<file path="src/hdl/maf_pkg.sv">
// Shared types and constants for the attitude filter.
// Used by every module of the block; depends on nothing.
package maf_pkg;

    localparam int unsigned STAMP_W  = 63;
    localparam int unsigned DELTA_W  = 30;
    localparam int unsigned FIFO_DEPTH = 2;
    localparam int unsigned FIFO_AW  = 1;
    localparam int unsigned FIFO_CW  = 2;

    localparam logic [DELTA_W-1:0] NS_PER_S = 30'd1000000000;
    localparam logic signed [31:0] Q30_ONE  = 32'sh4000_0000;

    localparam logic [15:0]        PROP_GAIN_RST     = 16'd8192;
    localparam logic [15:0]        INTEGRAL_GAIN_RST = 16'd0;
    localparam logic [DELTA_W-1:0] MAX_GAP_RST       = 30'd100000000;

    typedef enum logic [1:0] {
        REG_PROP_GAIN     = 2'd0,
        REG_INTEGRAL_GAIN = 2'd1,
        REG_MAX_GAP       = 2'd2
    } maf_reg_t;

    typedef struct packed {
        logic               updated;
        logic [DELTA_W-1:0] delta;
        logic [2:0][31:0]   gyro;
        logic [2:0][31:0]   accel;
    } maf_item_t;

    typedef struct packed {
        logic [15:0] prop_gain;
        logic [15:0] integral_gain;
    } maf_gain_t;

    typedef struct packed {
        logic start;
        logic is_sqrt;
    } maf_ds_req_t;

endpackage

</file>
<file path="src/hdl/maf_front.sv">
// Sample front end: accepts beats, derives the sample interval from the
// previous stamp and queues the item. Depends on maf_pkg.
module maf_front (
    input  logic                        aclk,
    input  logic                        aresetn,
    input  logic                        s_tvalid,
    output logic                        s_tready,
    // stamp_ns[62:0], gyro_x, gyro_y, gyro_z, accel_x, accel_y, accel_z, pad
    input  logic [255:0]                s_tdata,
    input  logic [maf_pkg::DELTA_W-1:0] max_gap,
    output logic                        push,
    output maf_pkg::maf_item_t          push_data,
    input  logic                        full
);
    import maf_pkg::*;

    logic [STAMP_W-1:0] prev_stamp_reg;
    logic               have_prev_reg;
    logic [STAMP_W-1:0] stamp;
    logic [STAMP_W-1:0] diff;
    logic               later;
    logic               in_gap;
    logic               usable;

    assign s_tready = !full;
    assign push     = s_tvalid && !full;

    assign stamp  = s_tdata[STAMP_W-1:0];
    assign diff   = stamp - prev_stamp_reg;
    assign later  = have_prev_reg && (stamp > prev_stamp_reg);
    assign in_gap = (diff[STAMP_W-1:DELTA_W] == '0) && (diff[DELTA_W-1:0] <= max_gap);
    assign usable = later && in_gap;

    always_comb begin
        push_data.updated  = usable;
        push_data.delta    = usable ? diff[DELTA_W-1:0] : '0;
        push_data.gyro[0]  = s_tdata[94:63];
        push_data.gyro[1]  = s_tdata[126:95];
        push_data.gyro[2]  = s_tdata[158:127];
        push_data.accel[0] = s_tdata[190:159];
        push_data.accel[1] = s_tdata[222:191];
        push_data.accel[2] = s_tdata[254:223];
    end

    always_ff @(posedge aclk) begin
        if (!aresetn) begin
            prev_stamp_reg <= '0;
            have_prev_reg  <= 1'b0;
        end else if (push) begin
            prev_stamp_reg <= stamp;
            have_prev_reg  <= 1'b1;
        end
    end

endmodule

</file>
<file path="config.mk">
export PLATFORM = sky130hd
export DESIGN_NAME = maf_front
export DESIGN_NICKNAME = d
export VERILOG_FILES = /design/src/hdl/maf_pkg.sv /design/src/hdl/maf_front.sv
export SDC_FILE = /design/constraint.sdc
export NUM_CORES = 1
export LEC_CHECK = 0
export BUFFER_PORTS_ARGS = -buffer_cell sky130_fd_sc_hd__buf_2
export CAP_MARGIN = 15
export CORE_AREA = 10 10 192 194
export CTS_BUF_LIST = sky130_fd_sc_hd__clkbuf_16
export DETAILED_ROUTE_END_ITERATION = 6
export DIE_AREA = 0 0 202 204
export GPL_ROUTABILITY_DRIVEN = 0
export PLACE_DENSITY = 0.57
export SLEW_MARGIN = 20
export SYNTH_ARGS = -nofsm -noshare
export SYNTH_HDL_FRONTEND = slang
export SYNTH_SLANG_ARGS = --single-unit
</file>
<file path="constraint.sdc">
create_clock -name aclk -period 11.49 [get_ports aclk]
set_input_delay 1.7235 -clock aclk [delete_from_list [all_inputs] [get_ports aclk]]
set_output_delay 1.7235 -clock aclk [all_outputs]
set_load 0.02 [all_outputs]
</file>
==> results.toml <==
[yosys]
ys_seq_area_share_pct = 13.18
synth_xor_area_share_pct = 3.964
synth_fa_ha_area_share_pct = 12.18
synth_top_area_cell = "buf_4"
yosysWarnings = 0
synth-seq-cells = 64
yosysTopAreaCellShare_pct = 15.06
synthArstFlopShare_pct = 0
synth_area_leaders = "buf_4, dfxtp_1, ha_1"
syn_inst = 1412
synth_edf_count = 0
synth-main-ff-cell = "dfxtp_1"
synth_area_sq_mm = 0.009722
muxShareOfSynthArea_pct = 0.5148
synth_compound_area_share_pct = 23.96
synth-simple-area-share_pct = 22.88
synth_cell_types = 73
synth_top_family_by_area = "compound AO/OA/AOI/OAI gates"
synth.avg_cell_area_sq_um = 6.885
syn-num-nets = 1796

[route]
num_vias = 9142
ant_nets = 0
drtIter0Drc = 665
drc = 0
wirelength_mm = 35.75
detail_route.wl_per_cell_um = 20.33
via_per_inst = 5.197
drtPass1Iterations = 5

[worst_setup_path]
reg2regPathDepth = 2
r2r-end = "prev_stamp_reg[1]"
slowest_delay_ns = 0.75
endpoint_kind = "output pin"
endpoint = "push_data[221]"
r2r-start = "prev_stamp_reg[1]"
slowest_stage = "nand4_2"
critical-path-top-delay-family = "simple AND/OR/NAND/NOR gates"
cp_max_fo = 18
cp.depth = 26
crit_buf_inv = 5
r2r_setup_slack_ns = 10.80
setup.worst_path.start = "s_tdata[0]"
setup.worst_path.class = "input pin to output pin"
critPathLaunchType = "input pin"
required_ns = 9.77
cp.arrival_ns = 8.41

[global_route]
grt_max_degree = 66
grt-ovfl-total = 0
grt_usage_pct = 16.57
antenna_found_initial = 6
grt_pass1_vias = 8767
grt_pass1_wl_mm = 53.23

[timing]
worst_clock_skew_ns = 0
finalCriticalPeriod_ns = 10.13
tightest_slew_ns = 1.031
fin_hold_ws_ns = 0.4630
finalSetupViolations = 0
fin_tns_setup_ns = 0
period_share_pct = 88.19
relSlewSlack_pct = 31.27
rsz0062_at_grt = "false"
slew_viol_final = 0
fmax_mhz = 98.69
finalHoldViolCount = 0

[power]
p_leak_uw = 0.003846
peakVddDrop_uv = 58.95
power_density_mw_per_mm2 = 97.27
power.total_uw = 923.5

[place]
io_buffers = 129
placed_cell_area_sq_mm = 0.009213
dp.cells = 1742
hpwlAfterDp_mm = 30.57

[floorplanning]
coreArea_sq_mm = 0.03311
ios = 515
start_util_pct = 29.36
die_width_um = 202
dieArea_sq_mm = 0.04121
num_rows = 67
die_h_um = 204

[layout]
layout_commonest_cell = "nand2_1"
final_cell_mix = "nand2_1, inv_1, buf_2, a21oi_1, ha_1"
fin_nets = 1689
final_layout_size_suffix_gt1_share_pct = 15.43
finalInstanceArea_sq_mm = 0.009494
syn_to_final_growth_pct = -2.342
largest_reg_flops = 63
fin_cells = 1759

[clock_tree]
root_buffer = "clkbuf_16"
cts_tree = "yes"
clkLatencyLatePin_ns = 0.34
cts_sinks = 64
clockBufferDepth = 2
cts.reportedPaths.clkPinSlew_ns = 0.05
cts_hold_buf = 0
htreeDepth = 3
cts_setup_buffers = 0
cts_buffers = 9
ctsResizeCount = 0

[hold_path]
min_path_type = "flip-flop to flip-flop"
min_path_cells = 2

[job]
maxCapViolCount = 0

[outcome]
outcome = "completed"
cell usage after synthesis, types with 5 or more instances:
master    number
inv_1        138
nor3_1        26
o31ai_1        6
nand3_1       14
ha_1          93
buf_2         18
buf_4        195
o211ai_1       5
xor2_1        25
clkbuf_1      26
o21ai_0       52
mux2i_1        5
o21a_1        13
a211oi_1       9
nor4_1        11
nand4_1       36
o21ai_1       22
xnor2_1       19
nand2b_1       8
nor3_2        29
dfxtp_1       64
buf_1          5
a21oi_1      102
nand2_1      231
o21bai_1       6
a31oi_1        9
buf_6          7
nor2b_1        5
a21boi_0      65
a21oi_2        6
a21o_1        15
and3_1         7
nor2_1        70
tightest hold or removal path, cell delays in order, from the launching register on:
cell	delay (ns)
dfxtp_1	0.30
nand2_1	0.04
a21boi_0	0.06
metal layers:
layer  vias up  share of wire [%]  global-route usage, %
met1      4146                 36                  16.67
li1       4414                  -                      -
met2       480                 50                  29.89
met4         6                3.9                  7.087
met3        96                 10                  6.546
met5         -              0.084                      0
logic make-up (layout without fill, tap and decap cells):
| logic type | count (synthesis) | after routing |
|---|---|---|
| buf+inv | 389 | 286 |
| compound gates | 355 | 355 |
| simple gates | 461 | 461 |
| fa+ha+maj | 94 | 94 |
| other cells | 0 | 2 |
| xor+xnor | 44 | 44 |
| flops | 64 | 64 |
| mux | 5 | 5 |
per-stage QoR:
step | util, % | worst slack, ns
6_report | 28.67 | 1.357
5_1_grt | 28.66 | 0.8411
4_1_cts | 28.66 | 1.368
3_5_place_dp | 27.82 | 1.390
3_3_place_gp | 27.82 | 1.516
2_1_floorplan | - | 3.475
final cells by class:
type | count | area (sq um)
clock buffer | 9 | 225.2
fill | 3715 | 23620
timing repair buffer | 133 | 675.6
multi-input combinational | 959 | 6177
sequential | 64 | 1281
inverter | 138 | 518.0
clock inverter | 6 | 51.30
antenna | 2 | 5.005
tap | 448 | 560.5
power breakdown:
part           switching, uW  total, uW  internal [uW]  leakage (uW)
registers               4.81        237            232      0.000523
logic                    268        415            147       0.00319
clock network            108        272            164      0.000138
total                    381        924            543       0.00385
worst min path at each step:
| stage | from | endpoint | slack, ns |
|---|---|---|---|
| after floorplan | have_prev_reg | have_prev_reg | 0.44 |
| after global placement | prev_stamp_reg[3] | prev_stamp_reg[3] | 0.45 |
| after detailed placement | prev_stamp_reg[35] | prev_stamp_reg[35] | 0.46 |
| after CTS | prev_stamp_reg[4] | prev_stamp_reg[4] | 0.47 |
| after global routing | prev_stamp_reg[40] | prev_stamp_reg[40] | 0.49 |
| final | prev_stamp_reg[40] | prev_stamp_reg[40] | 0.46 |
(Power assumes the default switching activity.)
