**src/hdl/maf_pkg.sv**
```systemverilog
// Shared types and constants for the attitude filter.
// Used by every module of the block; depends on nothing.
package maf_pkg;

    localparam int unsigned STAMP_W  = 63;
    localparam int unsigned DELTA_W  = 30;
    localparam int unsigned FIFO_DEPTH = 2;
    localparam int unsigned FIFO_AW  = 1;
    localparam int unsigned FIFO_CW  = 2;

    localparam logic [DELTA_W-1:0] NS_PER_S = 30'd1000000000;
    localparam logic signed [31:0] Q30_ONE  = 32'sh4000_0000;

    localparam logic [15:0]        PROP_GAIN_RST     = 16'd8192;
    localparam logic [15:0]        INTEGRAL_GAIN_RST = 16'd0;
    localparam logic [DELTA_W-1:0] MAX_GAP_RST       = 30'd100000000;

    typedef enum logic [1:0] {
        REG_PROP_GAIN     = 2'd0,
        REG_INTEGRAL_GAIN = 2'd1,
        REG_MAX_GAP       = 2'd2
    } maf_reg_t;

    typedef struct packed {
        logic               updated;
        logic [DELTA_W-1:0] delta;
        logic [2:0][31:0]   gyro;
        logic [2:0][31:0]   accel;
    } maf_item_t;

    typedef struct packed {
        logic [15:0] prop_gain;
        logic [15:0] integral_gain;
    } maf_gain_t;

    typedef struct packed {
        logic start;
        logic is_sqrt;
    } maf_ds_req_t;

endpackage

```
**src/hdl/maf_fifo.sv**
```systemverilog
// Two-entry queue between the sample front end and the filter core.
// Depends on maf_pkg for the queued item type.
module maf_fifo (
    input  logic               aclk,
    input  logic               aresetn,
    input  logic               push,
    input  maf_pkg::maf_item_t push_data,
    output logic               full,
    input  logic               pop,
    output maf_pkg::maf_item_t pop_data,
    output logic               empty
);
    import maf_pkg::*;

    maf_item_t            mem_reg [FIFO_DEPTH];
    logic [FIFO_AW-1:0]   wr_ptr_reg;
    logic [FIFO_AW-1:0]   rd_ptr_reg;
    logic [FIFO_CW-1:0]   count_reg;

    assign full     = (count_reg == FIFO_CW'(FIFO_DEPTH));
    assign empty    = (count_reg == '0);
    assign pop_data = mem_reg[rd_ptr_reg];

    always_ff @(posedge aclk) begin
        if (push && !full) begin
            mem_reg[wr_ptr_reg] <= push_data;
        end
    end

    always_ff @(posedge aclk) begin
        if (!aresetn) begin
            wr_ptr_reg <= '0;
            rd_ptr_reg <= '0;
            count_reg  <= '0;
        end else begin
            if (push && !full) begin
                wr_ptr_reg <= wr_ptr_reg + 1'b1;
            end
            if (pop && !empty) begin
                rd_ptr_reg <= rd_ptr_reg + 1'b1;
            end
            case ({push && !full, pop && !empty})
                2'b10:   count_reg <= count_reg + 1'b1;
                2'b01:   count_reg <= count_reg - 1'b1;
                default: count_reg <= count_reg;
            endcase
        end
    end

endmodule

```
**config.mk**
```make
export PLATFORM = sky130hd
export DESIGN_NAME = maf_fifo
export DESIGN_NICKNAME = d
export VERILOG_FILES = /design/src/hdl/maf_pkg.sv /design/src/hdl/maf_fifo.sv
export SDC_FILE = /design/constraint.sdc
export NUM_CORES = 1
export LEC_CHECK = 0
export BUFFER_PORTS_ARGS = -buffer_cell sky130_fd_sc_hd__buf_2
export CAP_MARGIN = 20
export CORE_ASPECT_RATIO = 1.1
export CORE_MARGIN = 8
export CORE_UTILIZATION = 50
export DETAILED_ROUTE_END_ITERATION = 8
export PLACE_DENSITY = 0.77
export SLEW_MARGIN = 20
export SYNTH_ARGS = -nofsm -noshare
export SYNTH_HDL_FRONTEND = slang
export SYNTH_SLANG_ARGS = --single-unit
```
**constraint.sdc**
```tcl
create_clock -name aclk -period 8.3 [get_ports aclk]
set_input_delay 0 -clock aclk [delete_from_list [all_inputs] [get_ports aclk]]
set_output_delay 0 -clock aclk [all_outputs]
set_load 0.005 [all_outputs]
```
==> results of run 1 <==
## final cells by class
type                       instances  area, um2  area share
antenna                            2      5.005   0.0002215
clock buffer                      60       1202     0.05321
clock inverter                    17      127.6    0.005648
inverter                           3      18.77   0.0008306
multi-input combinational        241       2641      0.1169
sequential                       451      13500      0.5973
tap                              426      533.0     0.02359
timing repair buffer             684       4572      0.2023
## kinds of logic after synthesis
family                   Yosys count  synth area share
AO/OA/AOI/OAI                      5          0.001994
XOR/XNOR                           3          0.001611
adder cells (fa/ha/maj)            1         0.0007670
buffers and inverters             28           0.01112
flip-flops                       451            0.8272
multiplexers                     223            0.1540
AND/OR/NAND/NOR                    9          0.003298
## Yosys cell counts (all sizes together)
| cell | instances |
|---|---|
| a21boi | 2 |
| and2 | 1 |
| and3 | 1 |
| buf | 25 |
| dfxtp | 5 |
| edfxtp | 446 |
| ha | 1 |
| inv | 3 |
| mux2 | 223 |
| nand2 | 1 |
| nand2b | 1 |
| nor2 | 1 |
| nor2b | 2 |
| o21a | 1 |
| o21ai | 2 |
| or3 | 2 |
| xnor2 | 3 |
## worst max-delay path, stage by stage, from the launching register on
cell and delay [ns]:
dfxtp_4 0.98, buf_4 0.90, mux2_2 0.43, buf_2 0.14
## where the power goes
part	total, W	internal [W]	leakage (nW)	switching (W)
clock network	0.00186	0.00107	0.657	0.000787
registers	0.00300	0.00288	4.21	0.000128
logic	0.00153	0.000779	3.63	0.000753
## stage by stage
| step | total power, W | area, um2 |
|---|---|---|
| 6_report | 0.006395 | 22600 |
| 5_1_grt | 0.006651 | 22600 |
| 4_1_cts | 0.006402 | 22590 |
| 3_5_place_dp | 0.004475 | 19000 |
| 3_3_place_gp | 0.004448 | 19000 |
| 2_1_floorplan | 0.003891 | 16310 |
## worst max path at each step
stage / start / end / slack, ns / cells past startpoint
4_1_cts: register / pop_data[122] / 5.10 / 3
2_1_floorplan: count_reg[0] / mem_reg[1][0] / 2.01 / 2
5_1_grt: register / pop_data[122] / 4.98 / 3
6_report: register / pop_data[57] / 5.19 / 3
3_5_place_dp: count_reg[0] / mem_reg[1][174] / 5.22 / 4
3_3_place_gp: count_reg[0] / mem_reg[1][52] / 5.26 / 4
## per-layer routing
layer	vias to the layer above	wire length, um	GRT usage	share of wire
met4	0	1397	0.07883	0.034
met3	72	3547	0.06424	0.087
met5	-	0	0	0
li1	4291	-	-	-
met2	473	20760	0.3523	0.51
met1	4663	15020	0.2347	0.37
## what timing repair did
item / 4_1_cts / 5_1_grt
setup endpoints to repair: 0 / 0
hold endpoints to repair: 451 / 0
hold buffers: 226 / 0
==> flow_summary_export.csv, run 1 <==
group,metric,value,unit
run_status,status,"finished clean",
final_layout,layout_commonest_cell,"buf_2",
drt,routed-via-count,9499,
sta,whs,0.1845,ns
final_layout,layout.cells.non_filler,1884,
drt,wire_per_inst,21.62,um
worst_setup_path,worstReg2RegEnd,"mem_reg[1][63]",
power,peakVddDrop,0.0002161,V
drt,drcViolationCount,0,
drt,viasPerCell,5.042,
final_layout,area_growth,38.54,%
sta,post-route-period-util,0.3752,
final_layout,largest_reg_flops,446,
sta,setup-tns-final,0,ns
floorplanning,initial_core_util,0.5065,
min_path,min_from,"push_data[68]",
synthesis,syn_inst,720,
worst_setup_path,r2r-start,"count_reg[0]",
final_layout,drive_gt1_frac,0.5110,
synthesis,post_synth.cell_area_avg,22.65,um2
worst_setup_path,reg2reg_depth,4,
clock_network,cts.sinks,451,
sta,maxSlewHeadroom,0.2858,
synthesis,synthesis.area,16310,um2
clock_network,clk_latency,0.54,ns
synthesis,synth_cell_types,19,
placed_design,dp.final_hpwl,24500,um
sta,worst_pin_slew,1.071,ns
clock_network,cts_tree,"built",
sta,hold_violations,0,
min_path,min_to,"mem_reg[0][68]",
final_layout,final_cell_mix,"buf_2 (451), edfxtp_1 (446), dlygate4sd3_1 (226)",
worst_setup_path,crit_path_start_kind,"register",
sta,fin_ws,5.186,ns
placed_design,place_ws,5.219,ns
synthesis,seq_area_frac_synth,0.8272,
clock_network,post_cts_resized,0,
placed_design,port_buffers,451,
clock_network,path_clk_slew,0.06,ns
sta,slew_violations,0,
worst_setup_path,worstSetupEndpointType,"output pin",
synthesis,ys_warn_count,0,
drt,drtIter0Drc,618,
clock_network,cts_root_buf,"clkbuf_16",
worst_setup_path,rrSetupSlack,5.22,ns
floorplanning,row_count,69,
synthesis,post-synth-top-area-fraction,0.8211,
final_layout,final.fill_count,1866,
global_routing,grt_overflow_total,0,
global_routing,grt_pass1_wl,60620,um
drt,dr.pass1.iters,5,
global_routing,first_global_vias,10451,
clock_network,cts_max_level,2,
placed_design,gp_congestion,0.7386,
power,leakagePower,8.499,nW
min_path,hold_path.class,"input pin to register",
clock_network,post-cts-setup-buffers,0,
floorplanning,die_h,205.4,um
synthesis,syn_nets,948,
placed_design,place_inst,1579,
power,power_density,283.0,nW/um2
synthesis,synth_area_leaders,"edfxtp_1 (82%), mux2_2 (15%), buf_4 (0.83%), dfxtp_1 (0.61%), buf_2 (0.21%)",
worst_setup_path,crit_type,"register to output pin",
global_routing,antenna_found_initial,2,
sta,max_freq,321.1,MHz
worst_setup_path,crit_fanout,80,
floorplanning,core-area,32200,um2
min_path,holdPathStages,2,
synthesis,synth_top_area_cell,"edfxtp_1",
sta,finalSetupViolCount,0,
synthesis,synth_seq_cells,451,
drt,postRouteAntennaNets,0,
floorplanning,die-area,38660,um2
worst_setup_path,worst_ep_required_time,8.30,ns
drt,wirelength,40730,um
global_routing,grt_max_degree,85,
clock_network,max-clock-path-buffers,3,
floorplanning,die_x,188.2,um
sta,post-route-min-period,3.114,ns
global_routing,grtUsageTotal,0.2036,
worst_setup_path,cp.arrival,3.11,ns
final_layout,nets,1652,
sta,skew,0.01586,ns
clock_network,cts-buffers-inserted,43,
sta,rsz0062_at_grt,"false",
final_layout,post-route-util,0.7017,
floorplanning,ioPinCount,452,
run,cap_violations,0,
No activity file was read; power rests on OpenSTA's default activity.
==> run 2, diff against run 1 <==
==> constraint.sdc (replaced) <==
create_clock -name aclk -period 2.91 [get_ports aclk]
set_input_delay 0 -clock aclk [delete_from_list [all_inputs] [get_ports aclk]]
set_output_delay 0 -clock aclk [all_outputs]
set_load 0.005 [all_outputs]
==> flow_summary_export.csv, run 2 (synthesis results as in run 1) <==
group,metric,value,unit
run_status,status,"finished clean",
global_routing,first_global_vias,10855,
sta,post-route-min-period,2.164,ns
worst_setup_path,worstReg2RegEnd,"mem_reg[0][183]",
drt,drtIter0Drc,577,
sta,rsz0062_at_grt,"false",
worst_setup_path,path_cells,"buf_4, mux2_2, buf_2",
placed_design,dp.final_hpwl,25920,um
drt,viasPerCell,5.089,
floorplanning,ioPinCount,452,
placed_design,place_inst,1592,
clock_network,cts_max_level,2,
power,p_sw_frac,0.2657,
sta,max_freq,462.1,MHz
final_layout,area_growth,40.03,%
min_path,min_from,"push_data[31]",
floorplanning,die_h,205.4,um
sta,worst_pin_slew,0.4950,ns
worst_setup_path,rrSetupSlack,0.89,ns
worst_setup_path,crit_path_max_incr_delay,0.60,ns
worst_setup_path,cp_slowest_cell,"dfxtp_4",
placed_design,gp_congestion,0.7613,
drt,postRouteAntennaNets,0,
run,cap_violations,0,
clock_network,path_clk_slew,0.06,ns
sta,maxSlewHeadroom,0.6700,
power,power_density,803.0,nW/um2
floorplanning,core-area,32200,um2
worst_setup_path,reg2reg_depth,6,
drt,routed-via-count,9680,
worst_setup_path,cp.arrival,2.16,ns
worst_setup_path,crit_path_start_kind,"register",
clock_network,clk_latency,0.53,ns
min_path,hold_path.class,"input pin to register",
global_routing,grt_max_degree,88,
power,peakVddDrop,0.0006864,V
floorplanning,initial_core_util,0.5065,
final_layout,layout.cells.non_filler,1902,
sta,skew,0.01536,ns
final_layout,post-route-util,0.7093,
clock_network,max-clock-path-buffers,3,
final_layout,nets,1665,
placed_design,port_buffers,451,
drt,drcViolationCount,0,
final_layout,layout_commonest_cell,"buf_2",
floorplanning,die_x,188.2,um
worst_setup_path,crit_fanout,32,
global_routing,grtUsageTotal,0.2153,
worst_setup_path,crit_family,"buffers and inverters",
final_layout,drive_gt1_frac,0.5167,
final_layout,largest_reg_flops,446,
power,power_frac_clock,0.283,
sta,slew_violations,0,
clock_network,cts_root_buf,"clkbuf_16",
worst_setup_path,path_buf_inv,2,
worst_setup_path,worst_ep_required_time,2.91,ns
power,share_comb_of_total_power,0.254,
global_routing,grt_overflow_total,0,
worst_setup_path,crit_type,"register to output pin",
worst_setup_path,worstSetupEndpointType,"output pin",
drt,wire_per_inst,22.42,um
clock_network,cts.sinks,451,
global_routing,grt_pass1_wl,64200,um
drt,dr.pass1.iters,5,
placed_design,place_ws,0.9309,ns
worst_setup_path,r2r-start,"count_reg[0]",
clock_network,cts_tree,"built",
clock_network,cts-buffers-inserted,43,
power,p_sw,0.004872,W
floorplanning,row_count,69,
sta,hold_violations,0,
global_routing,antenna_found_initial,4,
power,internal_power,0.01347,W
floorplanning,die-area,38660,um2
sta,post-route-period-util,0.7436,
power,seq_power_share,0.462,
drt,wirelength,42650,um
final_layout,final_cell_mix,"buf_2 (451), edfxtp_1 (446), dlygate4sd3_1 (226)",
min_path,holdPathStages,2,
min_path,min_to,"mem_reg[0][31]",
sta,fin_ws,0.7461,ns
power,leakagePower,8.584,nW
sta,finalSetupViolCount,0,
run 2: worst max path at each step:
stage                      start         endpoint  slack, ns  depth (start not counted)
finish                  register    pop_data[201]       0.75                          3
global route            register    pop_data[199]       0.64                          3
CTS                     register    pop_data[201]       0.70                          3
detailed placement  count_reg[0]  mem_reg[0][139]       0.93                          5
global placement    count_reg[0]  mem_reg[0][135]       0.96                          5
floorplan           count_reg[0]    mem_reg[0][0]      -1.45                          4
run 2: area by class of cell:
cell class,instances,area [um2]
Multi-Input combinational cell,241,2651
Sequential cell,451,13500
Inverter,3,15.01
Antenna cell,7,17.52
Clock buffer,55,1164
Clock inverter,22,128.9
Fill cell,1895,9363
Tap cell,426,533.0
Timing Repair Buffer,697,4832
run 2: power groups by stage:
| stage | combinational [W] | sequential (W) | clock (W) |
|---|---|---|---|
| finish | 0.00467 | 0.00848 | 0.00520 |
| floorplan | 0.00245 | 0.00857 | 0 |
| CTS | 0.00464 | 0.00846 | 0.00524 |
| global route | 0.00499 | 0.00855 | 0.00552 |
| global placement | 0.00431 | 0.00852 | 0 |
| detailed placement | 0.00434 | 0.00859 | 0 |
run 2: layer usage:
metal  share of wire  routed length (um)  up-vias  GRT usage
met2            0.53               22670      503     0.3900
li1                -                   -     4319          -
met5               0                   0        -          0
met4           0.028                1187        0    0.07095
met3           0.087                3702       81    0.06678
met1            0.35               15090     4777     0.2385
run 2: repair_timing:
| item | in CTS | in global routing |
|---|---|---|
| gates resized for setup | 0 | 0 |
| hold endpoints to repair | 451 | 0 |
| hold buffers | 226 | 0 |
| buffers inserted | 0 | 0 |
run 2: stage by stage:
step | hold slack (ns) | TNS (ns) | power [W] | cell area [um2]
final | 0.1854 | 0 | 0.01834 | 22840
after global routing | 0.1746 | 0 | 0.01907 | 22830
after CTS | 0.1537 | 0 | 0.01833 | 22820
after detailed placement | 0.1911 | 0 | 0.01293 | 19270
after global placement | 0.1876 | 0 | 0.01284 | 19270
after floorplan | 0.09887 | -493.42 | 0.01102 | 16330
